===== src/rtl/cbadc_pkg.sv =====
// Shared constants, types and state codes for the cell balancer converter block.
package cbadc_pkg;

  localparam int GROUP_SIZE = 64;
  localparam int CNT_W      = $clog2(GROUP_SIZE);
  localparam int SAMPLE_W   = 10;
  localparam int SUM_W      = 16;
  localparam int BIT_W      = $clog2(SUM_W);
  localparam int DIVD_W     = SUM_W + 2;
  localparam int DIVS_W     = 16;
  localparam int STEP_W     = $clog2(DIVD_W);
  localparam int VAL_W      = 8;
  localparam int CFG_IDX_W  = 2;
  localparam int CFG_DATA_W = 16;

  localparam logic [CFG_IDX_W-1:0] CFG_DIVISOR = 2'd0;
  localparam logic [CFG_IDX_W-1:0] CFG_OFFSET  = 2'd1;
  localparam logic [CFG_IDX_W-1:0] CFG_VMAX    = 2'd2;

  localparam logic [DIVS_W-1:0] DIVISOR_RST = 16'd650;
  localparam logic [VAL_W-1:0]  OFFSET_RST  = 8'd160;
  localparam logic [VAL_W-1:0]  VMAX_RST    = 8'd189;

  localparam logic [VAL_W-1:0] DUTY_DN     = 8'd3;
  localparam logic [VAL_W-1:0] DUTY_UP     = 8'd2;
  localparam logic [VAL_W-1:0] DUTY_MAX    = 8'd100;
  localparam logic [VAL_W-1:0] DUTY_PWM_ON = 8'd5;

  localparam logic CH_VOLT = 1'b0;
  localparam logic CH_TEMP = 1'b1;

  typedef enum logic [1:0] {
    ST_IDLE,
    ST_ADD,
    ST_DIV,
    ST_FIN
  } state_e;

  typedef struct packed {
    logic busy;
    logic done;
  } div_stat_t;

endpackage


===== src/rtl/cbadc_sdiv.sv =====
// Restoring divider, one quotient bit per cycle.
module cbadc_sdiv (
  input  logic                              clk_i,
  input  logic                              rst_ni,
  input  logic                              start_i,
  input  logic [cbadc_pkg::DIVD_W-1:0]      dividend_i,
  input  logic [cbadc_pkg::DIVS_W-1:0]      divisor_i,
  output cbadc_pkg::div_stat_t              stat_o,
  output logic [cbadc_pkg::DIVD_W-1:0]      quotient_o
);

  localparam logic [cbadc_pkg::STEP_W-1:0] LAST_STEP =
    cbadc_pkg::STEP_W'(cbadc_pkg::DIVD_W - 1);

  logic                            busy_q, busy_d;
  logic [cbadc_pkg::STEP_W-1:0]    step_q, step_d;
  logic [cbadc_pkg::DIVS_W-1:0]    rem_q, rem_d;
  logic [cbadc_pkg::DIVD_W-1:0]    quo_q, quo_d;
  logic [cbadc_pkg::DIVS_W:0]      rem_sh;
  logic [cbadc_pkg::DIVS_W:0]      rem_sub;
  logic                            ge;

  assign rem_sh  = {rem_q, quo_q[cbadc_pkg::DIVD_W-1]};
  assign rem_sub = rem_sh - {1'b0, divisor_i};
  assign ge      = rem_sh >= {1'b0, divisor_i};

  always_comb begin
    busy_d = busy_q;
    step_d = step_q;
    rem_d  = rem_q;
    quo_d  = quo_q;
    if (start_i && !busy_q) begin
      busy_d = 1'b1;
      step_d = '0;
      rem_d  = '0;
      quo_d  = dividend_i;
    end else if (busy_q) begin
      rem_d  = ge ? rem_sub[cbadc_pkg::DIVS_W-1:0] : rem_sh[cbadc_pkg::DIVS_W-1:0];
      quo_d  = {quo_q[cbadc_pkg::DIVD_W-2:0], ge};
      step_d = step_q + 1'b1;
      if (step_q == LAST_STEP) begin
        busy_d = 1'b0;
      end
    end
  end

  always_ff @(posedge clk_i or negedge rst_ni) begin
    if (!rst_ni) begin
      busy_q <= 1'b0;
      step_q <= '0;
    end else begin
      busy_q <= busy_d;
      step_q <= step_d;
    end
  end

  always_ff @(posedge clk_i) begin
    rem_q <= rem_d;
    quo_q <= quo_d;
  end

  assign stat_o.busy = busy_q;
  assign stat_o.done = busy_q && (step_q == LAST_STEP);
  assign quotient_o  = quo_q;

endmodule


===== src/rtl/cell_balancer_adc_duty_control.sv =====
// Top level: serial sample summing, group scaling and shunt duty control.
// Each sample word is added bit-serially over all SUM_W bits, then the block is ready again.
// A group-ending voltage word then runs the divider and the finish state;
// a group-ending temperature word goes to the finish state only.
// The result word sits in an output register; the next group can start meanwhile.
// Reset (async, low): sum, count, duty cleared; divisor 650, offset 160, vmax 189.
module cell_balancer_adc_duty_control (
  input  logic                                 clk_i,
  input  logic                                 rst_ni,
  input  logic                                 cfg_valid_i,
  output logic                                 cfg_ready_o,
  input  logic [cbadc_pkg::CFG_IDX_W-1:0]      cfg_index_i,
  input  logic [cbadc_pkg::CFG_DATA_W-1:0]     cfg_data_i,
  input  logic                                 in_valid_i,
  output logic                                 in_ready_o,
  input  logic [cbadc_pkg::SAMPLE_W-1:0]       sample_i,
  input  logic                                 channel_i,
  output logic                                 out_valid_o,
  input  logic                                 out_ready_i,
  output logic                                 kind_o,
  output logic [cbadc_pkg::VAL_W-1:0]          value_o,
  output logic                                 clipped_o,
  output logic [cbadc_pkg::VAL_W-1:0]          duty_o,
  output logic                                 pwm_on_o
);

  localparam logic [cbadc_pkg::CNT_W-1:0] LAST_CNT =
    cbadc_pkg::CNT_W'(cbadc_pkg::GROUP_SIZE - 1);
  localparam logic [cbadc_pkg::BIT_W-1:0] LAST_BIT =
    cbadc_pkg::BIT_W'(cbadc_pkg::SUM_W - 1);

  cbadc_pkg::state_e state_q, state_d;

  logic [cbadc_pkg::DIVS_W-1:0]  divisor_q;
  logic [cbadc_pkg::VAL_W-1:0]   offset_q;
  logic [cbadc_pkg::VAL_W-1:0]   vmax_q;

  logic [cbadc_pkg::SUM_W-1:0]   sum_q, sum_d;
  logic [cbadc_pkg::SUM_W-1:0]   samp_q;
  logic                          carry_q;
  logic [cbadc_pkg::BIT_W-1:0]   bit_q;
  logic [cbadc_pkg::CNT_W-1:0]   count_q;
  logic                          group_ch_q;
  logic [cbadc_pkg::VAL_W-1:0]   duty_q;

  logic                          out_valid_q;
  logic                          kind_q;
  logic [cbadc_pkg::VAL_W-1:0]   value_q;
  logic                          clipped_q;
  logic [cbadc_pkg::VAL_W-1:0]   duty_out_q;
  logic                          pwm_on_q;

  logic in_acc, add_en, div_start, fin_load;
  logic add_last, group_end;
  logic sum_bit, carry_d;

  cbadc_pkg::div_stat_t            div_stat;
  logic [cbadc_pkg::DIVD_W-1:0]    quotient;

  logic [cbadc_pkg::DIVD_W-1:0]    q_diff;
  logic [cbadc_pkg::VAL_W-1:0]     volt_val, fin_val, duty_new;
  logic                            volt_clip, fin_clip, dn, up;

  // serial add, LSB first
  assign sum_bit  = sum_q[0] ^ samp_q[0] ^ carry_q;
  assign carry_d  = (sum_q[0] & samp_q[0]) | (carry_q & (sum_q[0] ^ samp_q[0]));
  assign sum_d    = {sum_bit, sum_q[cbadc_pkg::SUM_W-1:1]};
  assign add_last = (bit_q == LAST_BIT);
  assign group_end = (count_q == LAST_CNT);
  assign in_acc   = in_valid_i && in_ready_o;

  always_comb begin
    state_d = state_q;
    unique case (state_q)
      cbadc_pkg::ST_IDLE: if (in_valid_i) state_d = cbadc_pkg::ST_ADD;
      cbadc_pkg::ST_ADD: begin
        if (add_last) begin
          if (!group_end) begin
            state_d = cbadc_pkg::ST_IDLE;
          end else if (group_ch_q == cbadc_pkg::CH_VOLT) begin
            state_d = cbadc_pkg::ST_DIV;
          end else begin
            state_d = cbadc_pkg::ST_FIN;
          end
        end
      end
      cbadc_pkg::ST_DIV: if (div_stat.done) state_d = cbadc_pkg::ST_FIN;
      cbadc_pkg::ST_FIN: if (!out_valid_q || out_ready_i) state_d = cbadc_pkg::ST_IDLE;
      default: state_d = cbadc_pkg::ST_IDLE;
    endcase
  end

  always_comb begin
    in_ready_o = 1'b0;
    add_en     = 1'b0;
    div_start  = 1'b0;
    fin_load   = 1'b0;
    unique case (state_q)
      cbadc_pkg::ST_IDLE: in_ready_o = 1'b1;
      cbadc_pkg::ST_ADD: begin
        add_en    = 1'b1;
        div_start = add_last && group_end && (group_ch_q == cbadc_pkg::CH_VOLT);
      end
      cbadc_pkg::ST_DIV: ;
      cbadc_pkg::ST_FIN: fin_load = !out_valid_q || out_ready_i;
      default: ;
    endcase
  end

  cbadc_sdiv u_sdiv (
    .clk_i      (clk_i),
    .rst_ni     (rst_ni),
    .start_i    (div_start),
    .dividend_i ({sum_d, 2'b00}),
    .divisor_i  (divisor_q),
    .stat_o     (div_stat),
    .quotient_o (quotient)
  );

  // saturate quotient minus offset, then step duty
  assign q_diff = quotient - cbadc_pkg::DIVD_W'(offset_q);

  always_comb begin
    if (quotient < cbadc_pkg::DIVD_W'(offset_q)) begin
      volt_val  = '0;
      volt_clip = 1'b1;
    end else if (q_diff > cbadc_pkg::DIVD_W'(8'd255)) begin
      volt_val  = 8'd255;
      volt_clip = 1'b1;
    end else begin
      volt_val  = q_diff[cbadc_pkg::VAL_W-1:0];
      volt_clip = 1'b0;
    end
  end

  assign dn = (volt_val < vmax_q) && (duty_q > cbadc_pkg::DUTY_DN);
  assign up = ({1'b0, volt_val} > ({1'b0, vmax_q} + 9'd1)) && (duty_q < cbadc_pkg::DUTY_MAX);

  always_comb begin
    if (group_ch_q == cbadc_pkg::CH_VOLT) begin
      fin_val  = volt_val;
      fin_clip = volt_clip;
      priority if (dn) begin
        duty_new = duty_q - cbadc_pkg::DUTY_DN;
      end else if (up) begin
        duty_new = duty_q + cbadc_pkg::DUTY_UP;
      end else begin
        duty_new = duty_q;
      end
    end else begin
      fin_val  = sum_q[cbadc_pkg::SUM_W-1 -: cbadc_pkg::VAL_W];
      fin_clip = 1'b0;
      duty_new = duty_q;
    end
  end

  assign cfg_ready_o = 1'b1;

  always_ff @(posedge clk_i or negedge rst_ni) begin
    if (!rst_ni) begin
      divisor_q <= cbadc_pkg::DIVISOR_RST;
      offset_q  <= cbadc_pkg::OFFSET_RST;
      vmax_q    <= cbadc_pkg::VMAX_RST;
    end else if (cfg_valid_i && cfg_ready_o) begin
      unique case (cfg_index_i)
        cbadc_pkg::CFG_DIVISOR: divisor_q <= cfg_data_i;
        cbadc_pkg::CFG_OFFSET:  offset_q  <= cfg_data_i[cbadc_pkg::VAL_W-1:0];
        cbadc_pkg::CFG_VMAX:    vmax_q    <= cfg_data_i[cbadc_pkg::VAL_W-1:0];
        default: ;
      endcase
    end
  end

  always_ff @(posedge clk_i or negedge rst_ni) begin
    if (!rst_ni) begin
      state_q     <= cbadc_pkg::ST_IDLE;
      sum_q       <= '0;
      carry_q     <= 1'b0;
      bit_q       <= '0;
      count_q     <= '0;
      group_ch_q  <= cbadc_pkg::CH_VOLT;
      duty_q      <= '0;
      out_valid_q <= 1'b0;
    end else begin
      state_q <= state_d;
      if (in_acc) begin
        carry_q <= 1'b0;
        bit_q   <= '0;
        if (count_q == '0) begin
          group_ch_q <= channel_i;
        end
      end
      if (add_en) begin
        sum_q   <= sum_d;
        carry_q <= carry_d;
        bit_q   <= bit_q + 1'b1;
        if (add_last && !group_end) begin
          count_q <= count_q + 1'b1;
        end
      end
      if (out_valid_q && out_ready_i && !fin_load) begin
        out_valid_q <= 1'b0;
      end
      if (fin_load) begin
        out_valid_q <= 1'b1;
        duty_q      <= duty_new;
        sum_q       <= '0;
        count_q     <= '0;
      end
    end
  end

  always_ff @(posedge clk_i) begin
    if (in_acc) begin
      samp_q <= {{(cbadc_pkg::SUM_W - cbadc_pkg::SAMPLE_W){1'b0}}, sample_i};
    end else if (add_en) begin
      samp_q <= {1'b0, samp_q[cbadc_pkg::SUM_W-1:1]};
    end
    if (fin_load) begin
      kind_q     <= group_ch_q;
      value_q    <= fin_val;
      clipped_q  <= fin_clip;
      duty_out_q <= duty_new;
      pwm_on_q   <= duty_new >= cbadc_pkg::DUTY_PWM_ON;
    end
  end

  assign out_valid_o = out_valid_q;
  assign kind_o      = kind_q;
  assign value_o     = value_q;
  assign clipped_o   = clipped_q;
  assign duty_o      = duty_out_q;
  assign pwm_on_o    = pwm_on_q;

  a_div_busy: assert property (@(posedge clk_i) disable iff (!rst_ni)
    state_q == cbadc_pkg::ST_DIV |-> div_stat.busy)
    else $error("divider idle while waiting on quotient");

  a_fin_count: assert property (@(posedge clk_i) disable iff (!rst_ni)
    (state_q == cbadc_pkg::ST_DIV || state_q == cbadc_pkg::ST_FIN) |-> count_q == LAST_CNT)
    else $error("group finish without full count");

  a_duty_range: assert property (@(posedge clk_i) disable iff (!rst_ni)
    duty_q < 8'd102)
    else $error("duty out of range");

  a_add_len: assert property (@(posedge clk_i) disable iff (!rst_ni)
    in_acc |=> state_q == cbadc_pkg::ST_ADD && bit_q == '0)
    else $error("accepted word did not start serial add");

endmodule

===== config.mk =====
export PLATFORM = sky130hd
export DESIGN_NAME = cell_balancer_adc_duty_control
export DESIGN_NICKNAME = d
export VERILOG_FILES = /design/src/rtl/cbadc_pkg.sv /design/src/rtl/cbadc_sdiv.sv /design/src/rtl/cell_balancer_adc_duty_control.sv
export SDC_FILE = /design/constraint.sdc
export NUM_CORES = 1
export LEC_CHECK = 0
export BUFFER_PORTS_ARGS = -buffer_cell sky130_fd_sc_hd__clkbuf_2
export CAP_MARGIN = 5
export CORE_MARGIN = 10
export CORE_UTILIZATION = 56
export DETAILED_ROUTE_END_ITERATION = 7
export PLACE_DENSITY = 0.83
export SLEW_MARGIN = 15
export SYNTH_ARGS = -nofsm -noshare
export SYNTH_HDL_FRONTEND = slang
export SYNTH_HIERARCHICAL = 1
export SYNTH_SLANG_ARGS = --single-unit

===== constraint.sdc =====
create_clock -name clk_i -period 5.3 [get_ports clk_i]
set_input_delay 0.265 -clock clk_i [delete_from_list [all_inputs] [get_ports clk_i]]
set_output_delay 0.265 -clock clk_i [all_outputs]
set_load 0.01 [all_outputs]

==> results.md <==
* Cells after synthesis at approximately 830
* Design area at 0.00965 mm2
* Placement-stage cell area at between 0.008 and 0.009 mm2
* Vias in the first global route at between 6000 and 7000
* Ant. Diodes at 0
* Startpoint Class: register
* Root Buffer: clkbuf_16
* Die Span Y at around 140 um
* Antenna-violating nets left at 0
* Final wirelength at between 15000 and 20000 um
* Setup WS post-layout at between 0.2 and 0.25 ns
* Reg2reg setup slack at 0.23 ns
* # hold bufs at CTS at 0
* Core area at ~0.015 mm2
* Fin crit share at between 90 and 100%
* IO buf count at 54
* Max-cap violations at 0
* GRT overflow at 0
* Worst setup path category: reg -> reg
* Required time of the critical path at 5.45 ns
* Post-route DRC at 0
* Antenna violations before repair at 1
* Die area at around 0.020 mm2
* Average size of a mapped cell at 10.2 um2
* Slew HR at roughly a third
* Min-delay worst type: in -> async
* CP max FO at 7
* Dpl ws at -0.112 ns
* Post-layout minimum cycle time at between 5 and 6 ns
* WP data arrival at 5.23 ns
* GR Util All Layers at between 10% and 20%
* CTS buffer count at 17
* Pleak at between 4 and 5 nW
* DR iter-0 viols at approximately 540
* TritonRoute pass-1 iters at 5
* Layout cells sized above 1 at between 20% and 30%
* Reg2reg path depth at 20
* CTS tree: done
* CTS sink count at 140
* Worst vdd ir at 277 uV
* RR Startpoint: offset_q[7]
* Synth warn at 6
* Failing checks: negative hold slack
* Synthesized area at 0.00841 mm2
* Final Skew at 0.00866 ns
* Max Clk Rate at 197 MHz
* First-pass GRT wire length at about 31000 um
* Largest net degree at the start of global routing at 78
* Max Slew Vio Count at 0
* Post-DP HPWL at around 13000 um
* Die Wd at about 140 um
* Worst setup EP type: register
* Hold Worst Slack at -0.00303 ns
* H-Tree Depth at 4
* Final nets at approximately 1000
* Final Hold Viols at 4
* Worst setup path endpoint: pwm_on_o
* Status: finished with violations
* Vias at ~6500
* Tightest Pin Transition at roughly 1 ns
* DR vias/cell at 5.96
* Worst-path clk slew at about 0.06 ns
* Worst-Skew Late Latency at 0.43 ns
* Gpl congestion at approximately 0.95
* # setup viols final at 0
* Routed len/inst at roughly 17 um
* Crit path from: offset_q[7]
* Ports at 56
* P&R area growth vs syn at 14.7%
* Reg-to-reg critical path endpoint: pwm_on_o
* Clock Tree Buf Depth at 2
* Power Dens Cells at 432 mW/mm2
* # rows at 44
* Initial Utilization at a little under three fifths
## layer usage
| layer | track usage [%] | share of wire, % | vias up |
|---|---|---|---|
| met5 | 0 | 0.069 | - |
| met1 | 25.1 | 46 | 3126 |
| met2 | 29.0 | 46 | 203 |
| met3 | 4.61 | 6.1 | 34 |
| met4 | 6.57 | 1.9 | 2 |
| li1 | - | - | 3147 |
## layout make-up
cell class,count,area [um2]
Inverter,54,203
Tap cell,184,230
Timing Repair Buffer,80,472
Fill cell,1127,4990
Multi-Input combinational cell,602,4520
Clock buffer,19,453
Sequential cell,140,3670
Clock inverter,13,93.8
## registers in the layout, indices dropped and copies added (netlist names), 10 cells and up, named ones only
| name | count |
|---|---|
| divisor_q | 16 |
| samp_q | 10 |
| sum_q | 16 |
| u_sdiv/quotient_o | 18 |
| u_sdiv/rem_q | 16 |
## power by group
part	total (mW)	switching [mW]	internal [mW]
clock network	1.08	0.462	0.623
registers	1.68	0.233	1.45
logic	1.41	0.830	0.576
## how the worst min path moves through the flow
stage	startpoint	end	slack, ns	depth (start not counted)
after detailed placement	u_sdiv/rem_q[6]	u_sdiv/rem_q[6]	0.47	2
after global placement	u_sdiv/rem_q[6]	u_sdiv/rem_q[6]	0.46	2
after global routing	cfg_data_i[15]	divisor_q[15]	0.06	2
final	rst_ni	count_q[1]	-0.003	1
after CTS	rst_ni	count_q[2]	0.04	1
after floorplan	rst_ni	async pin	-0.03	0
## metrics by stage
stage	setup TNS (ns)	util (%)	power [mW]	hold WS, ns	cells
6_report	0	65.9	4.17	-0.00303	1092
5_1_grt	-0.0700	65.9	4.44	0.0576	1092
4_1_cts	0	65.1	4.14	0.0390	1091
3_5_place_dp	-0.112	61.3	3.03	0.471	1059
3_3_place_gp	0	61.3	2.98	0.465	1059
2_1_floorplan	0	-	2.64	-0.0306	828
## repair_timing
item,4_1_cts,5_1_grt
setup endpoints to repair,3,11
endpoints found under the hold margin,0,0
pin swaps,1,11
resized for setup,5,23
setup buffers,0,1
## critical path, cell delays in order (launching register included)
cell and delay, ns:
dfstp_2 0.52, inv_1 0.04, ha_2 0.38, nand2b_1 0.15, a2111oi_4 0.45, nor2_1 0.15
o21bai_1 0.21, o2111a_2 0.27, and3_4 0.21, a21oi_2 0.09, ha_1 0.35, a21o_1 0.18
a21o_1 0.19, a221oi_2 0.30, nand2_1 0.11, o31a_1 0.37, nor3_1 0.24, a31oi_2 0.08
xnor2_1 0.18, nor3_1 0.20, nand4b_1 0.12
## layout by cell type (no fill, tap or decap), drive strengths merged, types with 22 or more instances in the layout
master	n
ha	46
nor2	42
inv	55
xor2	23
clkbuf	72
a21oi	33
mux2	64
edfxtp	47
dfrtp	65
nor3	22
nand3	28
nand2	85
buf	27
o21ai	53
(Power assumes the default switching activity.)
